## config.mk

```make
export PLATFORM = sky130hd
export DESIGN_NAME = rnf_ram
export DESIGN_NICKNAME = d
export VERILOG_FILES = /design/src/design/radius_neighbor_filter_unit_defines.svh /design/src/design/rnf_ram.sv
export SDC_FILE = /design/constraint.sdc
export NUM_CORES = 1
export LEC_CHECK = 0
export BUFFER_PORTS_ARGS = -buffer_cell sky130_fd_sc_hd__buf_2
export CAP_MARGIN = 20
export CORE_MARGIN = 5
export CORE_UTILIZATION = 55
export DETAILED_ROUTE_END_ITERATION = 10
export PLACE_DENSITY = 0.71
export SKIP_LAST_GASP = 1
export SYNTH_ARGS = -nofsm -noshare
export SYNTH_HDL_FRONTEND = slang
export SYNTH_SLANG_ARGS = --single-unit
```

## constraint.sdc

```tcl
create_clock -name i_clk -period 2.4 [get_ports i_clk]
set_input_delay 0.48 -clock i_clk [delete_from_list [all_inputs] [get_ports i_clk]]
set_output_delay 0.48 -clock i_clk [all_outputs]
set_load 0.02 [all_outputs]
```

## src/design/radius_neighbor_filter_unit_defines.svh

```systemverilog
// assertion macros shared by the radius neighbor filter
`ifndef RADIUS_NEIGHBOR_FILTER_UNIT_DEFINES_SVH
`define RADIUS_NEIGHBOR_FILTER_UNIT_DEFINES_SVH

// condition must never hold outside reset
`define RNF_ASSERT_NEVER(lbl, clk, rst_n, cond, msg) \
    lbl: assert property (@(posedge clk) disable iff (!rst_n) !(cond)) else $error(msg);

// same-cycle implication
`define RNF_ASSERT_IMPLIES(lbl, clk, rst_n, ante, cons, msg) \
    lbl: assert property (@(posedge clk) disable iff (!rst_n) (ante) |-> (cons)) \
        else $error(msg);

// next-cycle implication
`define RNF_ASSERT_NEXT(lbl, clk, rst_n, ante, cons, msg) \
    lbl: assert property (@(posedge clk) disable iff (!rst_n) (ante) |=> (cons)) \
        else $error(msg);

`endif

```

## src/design/rnf_ram.sv

```systemverilog
module rnf_ram #(
    parameter int WIDTH = 8,
    parameter int DEPTH = 64
) (
    input  logic                                   i_clk,
    input  logic                                   i_we,
    input  logic [((DEPTH > 1) ? $clog2(DEPTH) : 1)-1:0] i_waddr,
    input  logic [WIDTH-1:0]                       i_wdata,
    input  logic [((DEPTH > 1) ? $clog2(DEPTH) : 1)-1:0] i_raddr,
    output logic [WIDTH-1:0]                       o_rdata
);

    logic [WIDTH-1:0] r_mem [DEPTH];
    logic [WIDTH-1:0] r_rdata;

    always_ff @(posedge i_clk) begin
        if (i_we) begin
            r_mem[i_waddr] <= i_wdata;
        end
        r_rdata <= r_mem[i_raddr];
    end

    assign o_rdata = r_rdata;

endmodule

```

Yosys cells after proc, flatten, opt, wreduce, memory -nomap -nowiden
Memory sizes are Yosys's and may differ from the RTL's. A register that Yosys moved wholly into a read port is not among the register bits.
Cells that the tools add are included.
- flip-flop bits (word level): 0
- bits in writable memories: 512
- input port bits: 22
- output and inout bits: 8
- logic and storage cells: 3
- memories: 1
- muxes and demuxes: 2
- memories (name ; depth ; bits a word ; rd ports ; clocked after Yosys merged registers in ; wr ports ; RTL line ; text):
    r_mem ; 64 ; 8 ; 1 ; 1 ; 1 ; rnf_ram.sv:13 ; logic [WIDTH-1:0] r_mem [DEPTH];
- operators by type and width (kind ; count):
    $mux W1 ; 2

Longest topological paths before layout
- depth after elaboration: 2
- mapped depth: 9
- gate-level depth less buffers: 5

Worst setup path after synthesis
Ideal clock, no wire load.
- path type: input to register
- start: input port i_raddr[1] in the netlist's numbering
- end: register r_rdata[3] (netlist: o_rdata[3]), read port of r_mem
- setup time: 0.128 ns
- data arrival time: 2.020 ns
- required time: 2.272 ns
- slack: 0.252 ns
- cell stages on the path: 7
- buffers on the path: 3
- cells stage by stage: buf_4 > buf_2 > buf_2 > mux4_2 > mux4_2 > o21ai_1 > o41ai_1
- RTL lines (item ; RTL line ; text):
    start: declaration ; rnf_ram.sv:9 ; input logic [((DEPTH > 1) ? $clog2(DEPTH) : 1)-1:0] i_raddr,
    end: declaration ; rnf_ram.sv:14 ; logic [WIDTH-1:0] r_rdata;

==> impl_metrics.tcl <==
set metrics [dict create \
    rows 70 \
    worst_pin_slew_ns 0.774 \
    wl_met2_um 22000 \
    holdWs_ns 0.365 \
    die_y_um 201 \
    synth_edf_count 512 \
    hpwl_um 29200 \
    portBuffers 29 \
    p_leak_nw 7.66 \
    critPathArrivalTime_ns 2.58 \
    maxCapViolCount 0 \
    gp_congestion 0.854 \
    clk_latency_ns 0.57 \
    vias_per_cell 6.25 \
    post-cts-setup-buffer-count 0 \
    clk_path_buf_depth 3 \
    yosysWarnings 0 \
    syn_inst 940 \
    critPathRequiredTime_ns 2.81 \
    synthFlopType "edfxtp_1" \
    grt_pass1_vias 10300 \
    nFillCells 2411 \
    cts_hold_buf 0 \
    io_pins 30 \
    wl_per_cell_um 27.7 \
    status "finished clean" \
    power_density_mw_per_mm2 809 \
    die_width_um 201 \
    drcViolationCount 0 \
    postRouteWirelength_um 45000 \
    core_area_mm2 0.0364 \
    rsz0062_at_grt "false" \
    highest_layer "met5" \
    skew_ns 0.0184 \
    ys_types 40 \
    ys_seq_elements 520 \
    avgSynthCellArea_um2 21.5 \
    die_area_mm2 0.0406 \
    slew_viol_final 0 \
    max_freq_mhz 462 \
    hp-class "primary input to flip-flop" \
    track_usage 0.224 \
    yosysSeqAreaShare 0.770 \
    h-tree-depth 2 \
    cts.sinks 520 \
    route.met3.wl_um 3970 \
    drtPass1Iterations 5 \
    grt.overflow.total 0 \
    final_nets 1137 \
    syn2layout_area_growth_pct 16.7 \
    cts_tree "built" \
    worstPathMaxFanout 17 \
    vdd_drop_max_mv 0.772 \
    netlist_area_mm2 0.0202 \
    synth_nets 962 \
    num_vias 10100 \
    cts.repair.resized 0 \
    fin_util 0.646 \
    setup_violations 0 \
    wl_met1_um 17600 \
    hold_viol 0 \
    total_power_mw 19.0 \
    start_util 0.554 \
    grt_pass1_wl_um 67000 \
    antenna_cells 0 \
    clk_pin_slew_ns 0.06 \
    async_flop_share 0 \
    antenna_found_initial 2 \
    ant_nets 0 \
    first_iter_violations 1179 \
    final_layout_size_suffix_gt1_frac 0.335 \
    critPathLaunchType "primary input" \
    layout_min_cycle_time_ns 2.16 \
    grt_max_degree 65 \
    end_kind "flip-flop" \
    path_class "primary input to flip-flop" \
    slew-limit-headroom 0.484 \
    fin_crit_sh 0.901 \
    cts_made_buffers 50 \
    cts-root-buf "clkbuf_16" \
]
-- cells by family (layout without fill, tap and decap cells) --
logic type	Yosys count	count (layout)	share of synthesized area
muxes	162	162	0.159
and+or+nand+nor	153	153	0.0339
DFF	520	520	0.770
AOI/OAI and AO/OA	54	54	0.0207
buffers and inverters	51	267	0.0157
-- final timing paths --
path         cells after the start      endpoint  slack (ns)         start
max                              6    o_rdata[7]        0.24    i_raddr[0]
min                              1  r_mem[16][6]        0.37    i_wdata[6]
max reg2reg                      4    o_rdata[7]        0.26  r_mem[48][7]
min reg2reg                      3    o_rdata[6]        0.83  r_mem[31][6]
-- per-stage QoR --
stage	area, um2	setup TNS, ns	instances	worst slack, ns
after detailed placement	21900	-0.749	1531	-0.276
after global placement	21900	-0.707	1531	-0.304
after floorplan	20200	0	940	0.252
after CTS	23500	0	1624	0.294
final	23500	0	1624	0.237
after global routing	23500	0	1624	0.142
-- cells in the final DEF (no fill, tap or decap), drive strengths merged, types with 14 or more instances in the layout --
cell    count
buf       173
clkbuf     60
clkinv     18
edfxtp    512
mux2i      23
mux4      126
nand2      19
nor2       83
nor2b      14
-- worst max-delay path, stage by stage --
cell      delay (ns)
clkbuf_8        0.21
buf_12          0.20
mux4_2          0.52
mux4_2          0.50
o21ai_0         0.53
nand2_1         0.11
-- cells in the mapped netlist, types with 3 or more instances --
library cell / n / area share
nand3b_1: 3 / 0.0011
nor2_1: 83 / 0.015
buf_4: 13 / 0.0048
o22ai_1: 8 / 0.0025
mux2_2: 13 / 0.0073
a22oi_1: 3 / 0.0011
o2111ai_1: 3 / 0.0013
a211oi_1: 4 / 0.0015
a221oi_1: 6 / 0.0026
mux4_2: 126 / 0.14
buf_2: 11 / 0.0027
buf_6: 4 / 0.0022
a21oi_1: 3 / 0.00074
nor3_1: 7 / 0.0017
nor2b_1: 14 / 0.0043
o221ai_1: 8 / 0.0035
buf_1: 4 / 0.00074
edfxtp_1: 512 / 0.76
o2bb2ai_1: 3 / 0.0013
nand2b_1: 7 / 0.0022
nand2_1: 19 / 0.0035
dfxtp_1: 8 / 0.0079
nand3_1: 13 / 0.0032
clkbuf_1: 17 / 0.0032
mux2i_1: 23 / 0.011
-- state kept, by name (all words and copies together), names as in the netlist --
| name | count |
|---|---|
| o_rdata | 8 |
| r_mem | 512 |
-- per-layer routing --
metal / track usage / vias to the layer above
li1: - / 4283
met1: 0.322 / 5282
met2: 0.355 / 500
met3: 0.0401 / 77
met4: 0.0745 / 2
met5: 0 / -
-- power breakdown --
part,internal (mW),total [mW],switching [mW],leakage [nW]
combinational,0.438,1.04,0.604,2.20
clock,4.65,7.91,3.26,0.783
sequential,10.0,10.1,0.0340,4.67
total,15.1,19.0,3.90,7.66
-- area by class of cell --
cell class | instances | area [um2] | share of cell area
multi-input cells | 369 | 4320 | 0.183
clock buffers | 59 | 1310 | 0.0555
flip-flops and latches | 520 | 15500 | 0.660
repair buffers | 174 | 1440 | 0.0610
clock inverters | 34 | 357 | 0.0152
well taps | 468 | 586 | 0.0249
(Power assumes the default switching activity.)
