==> src/design/radius_neighbor_filter_unit_defines.svh <==
// assertion macros shared by the radius neighbor filter
`ifndef RADIUS_NEIGHBOR_FILTER_UNIT_DEFINES_SVH
`define RADIUS_NEIGHBOR_FILTER_UNIT_DEFINES_SVH

// condition must never hold outside reset
`define RNF_ASSERT_NEVER(lbl, clk, rst_n, cond, msg) \
    lbl: assert property (@(posedge clk) disable iff (!rst_n) !(cond)) else $error(msg);

// same-cycle implication
`define RNF_ASSERT_IMPLIES(lbl, clk, rst_n, ante, cons, msg) \
    lbl: assert property (@(posedge clk) disable iff (!rst_n) (ante) |-> (cons)) \
        else $error(msg);

// next-cycle implication
`define RNF_ASSERT_NEXT(lbl, clk, rst_n, ante, cons, msg) \
    lbl: assert property (@(posedge clk) disable iff (!rst_n) (ante) |=> (cons)) \
        else $error(msg);

`endif

==> src/design/rnf_pkg.sv <==
package rnf_pkg;

    localparam int MAX_REFS_DEF = 64;

    localparam int COORD_W  = 24;
    localparam int MAG_W    = 24;
    localparam int SQ_W     = 48;
    localparam int SUM_W    = 50;
    localparam int RADIUS_W = 23;
    localparam int R2_W     = 46;
    localparam int INDEX_W  = 16;

    localparam logic [1:0] KIND_LOAD  = 2'd0;
    localparam logic [1:0] KIND_TEST  = 2'd1;
    localparam logic [1:0] KIND_CLEAR = 2'd2;

    localparam logic REG_RADIUS = 1'b0;

    typedef struct packed {
        logic        [1:0]         kind;
        logic signed [COORD_W-1:0] coord_x;
        logic signed [COORD_W-1:0] coord_y;
        logic signed [COORD_W-1:0] coord_z;
        logic        [INDEX_W-1:0] atom_index;
        logic                      query_end;
    } t_in_item;

    typedef struct packed {
        logic [INDEX_W-1:0] result_index;
        logic               within_res;
        logic               last;
        logic               none_found;
    } t_out_item;

    typedef struct packed {
        logic signed [COORD_W-1:0] x;
        logic signed [COORD_W-1:0] y;
        logic signed [COORD_W-1:0] z;
    } t_point;

    typedef struct packed {
        logic valid;
        logic last;
    } t_issue;

    typedef struct packed {
        logic valid;
        logic last;
        logic hit;
    } t_dist_res;

endpackage

==> src/design/rnf_dist.sv <==
module rnf_dist (
    input  logic                             i_clk,
    input  logic                             i_rst_n,
    input  logic                             i_flush,
    input  rnf_pkg::t_issue                  i_issue,
    input  rnf_pkg::t_point                  i_ref,
    input  rnf_pkg::t_point                  i_pt,
    input  logic [rnf_pkg::R2_W-1:0]         i_r2,
    output rnf_pkg::t_dist_res               o_res
);

    rnf_pkg::t_issue r_s0, r_s1, r_s2, r_s3;
    rnf_pkg::t_issue n_s0, n_s1, n_s2, n_s3;

    logic [rnf_pkg::MAG_W-1:0] r_mag_x, r_mag_y, r_mag_z;
    logic [rnf_pkg::MAG_W-1:0] n_mag_x, n_mag_y, n_mag_z;
    logic [rnf_pkg::SQ_W-1:0]  r_sq_x, r_sq_y, r_sq_z;
    logic [rnf_pkg::SQ_W-1:0]  n_sq_x, n_sq_y, n_sq_z;
    logic [rnf_pkg::SUM_W-1:0] r_sum;
    logic [rnf_pkg::SUM_W-1:0] n_sum;

    function automatic logic [rnf_pkg::MAG_W-1:0] abs_diff(
        input logic signed [rnf_pkg::COORD_W-1:0] a,
        input logic signed [rnf_pkg::COORD_W-1:0] b
    );
        logic signed [rnf_pkg::COORD_W:0] d;
        logic        [rnf_pkg::COORD_W:0] m;
        d = {a[rnf_pkg::COORD_W-1], a} - {b[rnf_pkg::COORD_W-1], b};
        m = d[rnf_pkg::COORD_W] ? -d : d;
        return m[rnf_pkg::MAG_W-1:0];
    endfunction

    always_comb begin
        n_s0 = i_issue;
        n_s1 = r_s0;
        n_s2 = r_s1;
        n_s3 = r_s2;
        if (i_flush) begin
            n_s0.valid = 1'b0;
            n_s1.valid = 1'b0;
            n_s2.valid = 1'b0;
            n_s3.valid = 1'b0;
        end
    end

    // stage 1: magnitudes of the differences against the ram word
    assign n_mag_x = abs_diff(i_ref.x, i_pt.x);
    assign n_mag_y = abs_diff(i_ref.y, i_pt.y);
    assign n_mag_z = abs_diff(i_ref.z, i_pt.z);

    // stage 2: one square per axis
    assign n_sq_x = r_mag_x * r_mag_x;
    assign n_sq_y = r_mag_y * r_mag_y;
    assign n_sq_z = r_mag_z * r_mag_z;

    // stage 3: exact sum of squares
    assign n_sum = {2'b00, r_sq_x} + {2'b00, r_sq_y} + {2'b00, r_sq_z};

    always_ff @(posedge i_clk) begin
        if (!i_rst_n) begin
            r_s0 <= '0;
            r_s1 <= '0;
            r_s2 <= '0;
            r_s3 <= '0;
        end else begin
            r_s0 <= n_s0;
            r_s1 <= n_s1;
            r_s2 <= n_s2;
            r_s3 <= n_s3;
        end
    end

    always_ff @(posedge i_clk) begin
        r_mag_x <= n_mag_x;
        r_mag_y <= n_mag_y;
        r_mag_z <= n_mag_z;
        r_sq_x  <= n_sq_x;
        r_sq_y  <= n_sq_y;
        r_sq_z  <= n_sq_z;
        r_sum   <= n_sum;
    end

    assign o_res.valid = r_s3.valid;
    assign o_res.last  = r_s3.last;
    assign o_res.hit   = r_sum < {{(rnf_pkg::SUM_W - rnf_pkg::R2_W){1'b0}}, i_r2};

endmodule

==> config.mk <==
export PLATFORM = sky130hd
export DESIGN_NAME = rnf_dist
export DESIGN_NICKNAME = d
export VERILOG_FILES = /design/src/design/radius_neighbor_filter_unit_defines.svh /design/src/design/rnf_pkg.sv /design/src/design/rnf_dist.sv
export SDC_FILE = /design/constraint.sdc
export NUM_CORES = 2
export LEC_CHECK = 0
export BUFFER_PORTS_ARGS = -buffer_cell sky130_fd_sc_hd__buf_4
export CORE_ASPECT_RATIO = 0.7
export CORE_MARGIN = 1
export CORE_UTILIZATION = 44
export CTS_BUF_LIST = sky130_fd_sc_hd__clkbuf_8
export CTS_CLUSTER_SIZE = 8
export DETAILED_ROUTE_END_ITERATION = 16
export PLACE_DENSITY = 0.67
export SETUP_SLACK_MARGIN = 0.05
export SLEW_MARGIN = 15
export SYNTH_ARGS = -nofsm -noshare
export SYNTH_HDL_FRONTEND = slang
export SYNTH_SLANG_ARGS = --single-unit
export TNS_END_PERCENT = 100
==> constraint.sdc <==
create_clock -name i_clk -period 15.2 [get_ports i_clk]
set_input_delay 0.76 -clock i_clk [delete_from_list [all_inputs] [get_ports i_clk]]
set_output_delay 0.76 -clock i_clk [all_outputs]
set_load 0.05 [all_outputs]
* Word-level counts from Yosys, hierarchy flattened
Cells that the tools add are included.
** Word-level totals
- Register bits :: 274
- Bits in writable memories :: 0
- Input port bits :: 195
- Output and inout bits :: 3
- Memory bits (read-only) :: 0
- Word-level logic and storage cells :: 32
- Memories :: 0
- Bits in latches :: 0
** Operators by class
- Divide/modulo/power cells :: 0
- Muxes and demuxes :: 3
- Bitwise gates (word level) :: 1
- Equality and inequality tests :: 0
- Multipliers :: 3
- Shifts and indexed selects :: 0
- Order comparisons :: 1
- Add/subtract/negate cells :: 8
- Reductions and logical operators :: 1
** Operators by type and width (number)
- multiplier 24 x 24 -> 48 bit :: 3
- subtractor 24 x 24 -> 25 bit :: 3
- 2-to-1 mux 24 bit :: 3
- negator 24 bit :: 3
- adder 49 x 48 -> 50 bit :: 1
- < comparator 50 x 46 -> 1 bit :: 1
- adder 48 x 48 -> 49 bit :: 1
- OR reduction 2 bit :: 1
- NOT 1 bit :: 1

* Longest topological paths before layout
- Depth in word-level cells :: 3
- Gate-level depth with buffers :: 28
- Gate-level depth less buffers :: 27

* Worst setup path after synthesis
No wires, ideal clock.
- Kind :: reg-to-reg
- Start point :: register r_mag_x[2] (netlist name)
- End point :: register r_sq_x[44] (netlist name)
- Slack :: 8.078 ns
- Stages on the path, launching flop included :: 29
- Required time :: 15.114 ns
- Setup time :: 0.086 ns
- Buffers on the path :: 2
- Arrival :: 7.036 ns
- Cells stage by stage :: dfxtp_1 > clkbuf_1 > clkbuf_1 > nand2_1 > fa_1 > inv_1 > fa_1 > inv_1 > fa_1 > inv_1 > fa_1 > inv_1 > fa_1 > inv_1 > fa_1 > inv_1 > fa_1 > inv_1 > ha_1 > and3_1 > nand3_1 > o211a_1 > o31a_1 > o31ai_1 > a31o_2 > nand4_1 > o211ai_1 > o31ai_1 > a211oi_1
** Between the ends
- Cells in the longest elaborated chain, start to end :: 1
** Ends and longest elaborated chain
- start, declared :: line rnf_dist.sv:15 : logic [rnf_pkg::MAG_W-1:0] r_mag_x, r_mag_y, r_mag_z;
- start signal, assigned :: line rnf_dist.sv:74 : r_mag_x <= n_mag_x;
- multiplier 24 x 24 -> 48 bit :: line rnf_dist.sv:52 : assign n_sq_x = r_mag_x * r_mag_x;
- via n_sq_x, one bit :: line rnf_dist.sv:18 : logic [rnf_pkg::SQ_W-1:0] n_sq_x, n_sq_y, n_sq_z;
- end signal, assigned :: line rnf_dist.sv:77 : r_sq_x <= n_sq_x;
- end, declared :: line rnf_dist.sv:17 : logic [rnf_pkg::SQ_W-1:0] r_sq_x, r_sq_y, r_sq_z;
The timed path passes the listed nets, and every way through them passes these cells.
A chain may end at the register's enable or synchronous reset.

* Final worst setup path
- Start point :: register r_mag_z[21] (netlist name)
- End point :: register r_sq_z[46] (netlist name)
** Between the ends
- Cells in the longest elaborated chain, start to end :: 1
** Ends and longest elaborated chain
- start, declared :: line rnf_dist.sv:15
- start signal, assigned :: line rnf_dist.sv:76 : r_mag_z <= n_mag_z;
- multiplier 24 x 24 -> 48 bit :: line rnf_dist.sv:54 : assign n_sq_z = r_mag_z * r_mag_z;
- via n_sq_z, one bit :: line rnf_dist.sv:18
- end signal, assigned :: line rnf_dist.sv:79 : r_sq_z <= n_sq_z;
- end, declared :: line rnf_dist.sv:17
The timed path passes the listed nets, and every way through them passes these cells.

==> flow_summary_export.csv <==
group,metric,value,unit
run_status,status,"finished, final reports clean",
finish,drive_gt1_frac,0.0532,
yosys,yosys.area.top_type,"fa_1",
timing,setup_violations,0,
yosys,syn-mean-instance-area,9.10,um^2
yosys,synth_ff_type,"dfxtp_1",
setup_path,worstPathCellList,"inv_1, nor2_1, inv_1, fa_1, fa_1, fa_1, fa_1, fa_1, fa_1, fa_1, inv_1, ha_1, and4_1, nand2_1, nor2_1, nand2_1, o21ai_0, a311oi_1, o21ai_1, or3b_2, o311ai_0",
setup_path,start_kind,"flop",
grt,grt_pass1_wl,258,mm
die,start_util,0.445,
timing,hold_viol_final,0,
timing,period_minus_slack,8.25,ns
drt,dr.first_iter.drc_count,2990,
hold_path,min_from,"i_issue[1]",
grt,antenna_found_initial,4,
yosys,yosysSeqAreaShare,0.0850,
clocking,cts_made_buffers,50,
finish,syn_to_final_growth,7.23,%
grt,grt_use_total,0.222,
grt,grt_overflow_total,0,
yosys,synthDistinctLibCells,92,
clocking,post_cts_buffers,0,
setup_path,startpoint,"r_mag_z[21]",
die,die_w,457,um
grt,grt_pass1_vias,48600,
yosys,yosys-top-cells-area,"fa_1 (41%), ha_1 (13%), inv_1 (12%)",
setup_path,critPathSlowestCell,"dfxtp_1",
finish,nFillCells,13400,
hold_path,hp-class,"in -> reg",
yosys,netlist_instances,7021,
setup_path,required,15.80,ns
setup_path,r2r_slack,6.95,ns
yosys,async_flop_share,0,
drt,met3_length,16.1,mm
setup_path,crit_family,"adder cells",
clocking,path_clk_slew,0.08,ns
setup_path,worstPathMaxFanout,22,
drt,via_per_inst,5.02,
timing,grt_setup_unrepaired,"false",
die,core,0.144,mm^2
yosys,yosys_warnings,0,
placed_design,place_hpwl,130,mm
drt,wl_per_cell,17.3,um
timing,finalSetupTns,0,ns
clocking,htreeDepth,2,
clocking,clock_sink_count,271,
drt,wl_met2,65.1,mm
timing,drv_slew,0,
yosys,post-synth-top-area-fraction,0.413,
setup_path,crit_arrival,8.84,ns
drt,first_pass_iters,6,
yosys,synth_area,0.0639,mm^2
drt,ant_nets,0,
clocking,cts_root_buf,"clkbuf_8",
setup_path,end_kind,"flop",
die,dieArea,0.147,mm^2
timing,max_freq,121,MHz
drt,vias,45500,
setup_path,crit_buf_inv,3,
placed_design,portBuffers,197,
timing,slew_headroom,0.235,
die,ios,198,
timing,holdWs,0.273,ns
clocking,cts_tree,"built",
run,drv_cap,0,
die,row_count,116,
drt,drc,0,
setup_path,critical_path_class,"reg -> reg",
clocking,hold_buffers,0,
placed_design,place.gp.congestion,0.920,
finish,final_net_count,9340,
timing,fin_crit_sh,0.543,
clocking,clk_path_buf_depth,3,
grt,grt_max_degree,26,
timing,fin_skew,0.0428,ns
die,die_h,321,um
setup_path,r2r-start,"r_mag_z[21]",
drt,wl_met1,72.7,mm
clocking,clkLatencyLatePin,0.73,ns
setup_path,cpMostUsedCell,"fa_1",
yosys,synth_seq_cells,271,
drt,topRoutingLayerUsed,"met5",
drt,routed_wl,157,mm
setup_path,critPathMaxStageDelay,1.04,ns
yosys,synth_edf_count,0,
timing,worstMarginPinSlew,1.15,ns
clocking,cts_resized,0,
## cell type report
class	count	area, um^2	area share
Multi-Input combinational cell	4598	50300	0.735
Inverter	1965	7380	0.108
Sequential cell	271	5430	0.0792
Tap cell	1888	2360	0.0345
Timing Repair Buffer	253	1900	0.0277
Clock buffer	59	812	0.0119
Clock inverter	31	255	0.00373
Antenna cell	1	2.50	0.0000365
## registers in the layout, indices dropped and copies added (netlist names)
name     flops
n_s2         1
o_res        2
r_sq_y      47
r_sq_z      47
n_s1         1
r_mag_x     24
r_mag_y     24
r_s0         1
r_mag_z     24
r_s1         1
r_sum       50
r_s2         1
n_s3         1
r_sq_x      47
## metrics by stage
stage	util	cells	worst slack [ns]	cell area, um^2
after detailed placement	0.470	8975	7.09	67400
after CTS	0.477	9065	7.04	68500
after global routing	0.477	9066	6.59	68500
after floorplan	-	7023	8.08	63900
final	0.477	9066	6.95	68500
after global placement	0.470	8975	7.26	67400
## path summary, 6_finish.rpt
check          endpoint  cells past startpoint
max          r_sq_z[46]                     21
min reg2reg     r_s2[1]                      1
min             r_s0[1]                      2
max reg2reg  r_sq_z[46]                     21
## cells in the final DEF, fill, tap and decap left out, types with 15 or more instances in the layout
master and count:
a31oi_1 32, a211oi_1 15, a21o_1 144, o21ai_0 129, buf_4 253, nand4_1 32, nor2b_1 45, nand3b_1 15
o211ai_1 15, xnor2_1 214, o21bai_1 29, or2_2 16, o21a_1 35, dfxtp_1 270, clkbuf_8 59, and2_1 358
nor3_1 30, and3_1 31, nand3_1 57, a21oi_1 249, nor2_1 201, inv_1 1977, fa_1 1317, xor2_1 103
nand2b_1 36, nand2_1 584, ha_1 689
## cells by family after synthesis
logic type,share of synthesized area
simple gates,0.113
compound gates,0.0820
fa+ha+maj,0.548
xor+xnor,0.0437
mux,0.00198
other cells,0.0000587
buf+inv,0.127
flops,0.0850
## Yosys cell counts, types with 29 or more instances
| cell | instances |
|---|---|
| dfxtp_1 | 271 |
| a21o_1 | 144 |
| nand2b_1 | 36 |
| ha_1 | 689 |
| nand2_1 | 584 |
| nor2_1 | 201 |
| and2_1 | 358 |
| and3_1 | 31 |
| xnor2_1 | 214 |
| xor2_1 | 103 |
| nand4_1 | 32 |
| fa_1 | 1317 |
| nor3_1 | 30 |
| o21ai_0 | 129 |
| o21bai_1 | 29 |
| nor2b_1 | 45 |
| inv_1 | 1965 |
| nand3_1 | 57 |
| clkbuf_1 | 177 |
| a21oi_1 | 249 |
| o21a_1 | 35 |
| a31oi_1 | 32 |
## metal layers
metal	vias to the layer above	GRT usage
met4	4	0.0433
met3	167	0.0644
met1	22500	0.325
li1	21400	-
met2	1432	0.324
met5	-	0
Power is left out: the tool's default activity adds up to more than one toggle a clock period on the data nets, which glitch-free logic cannot reach.
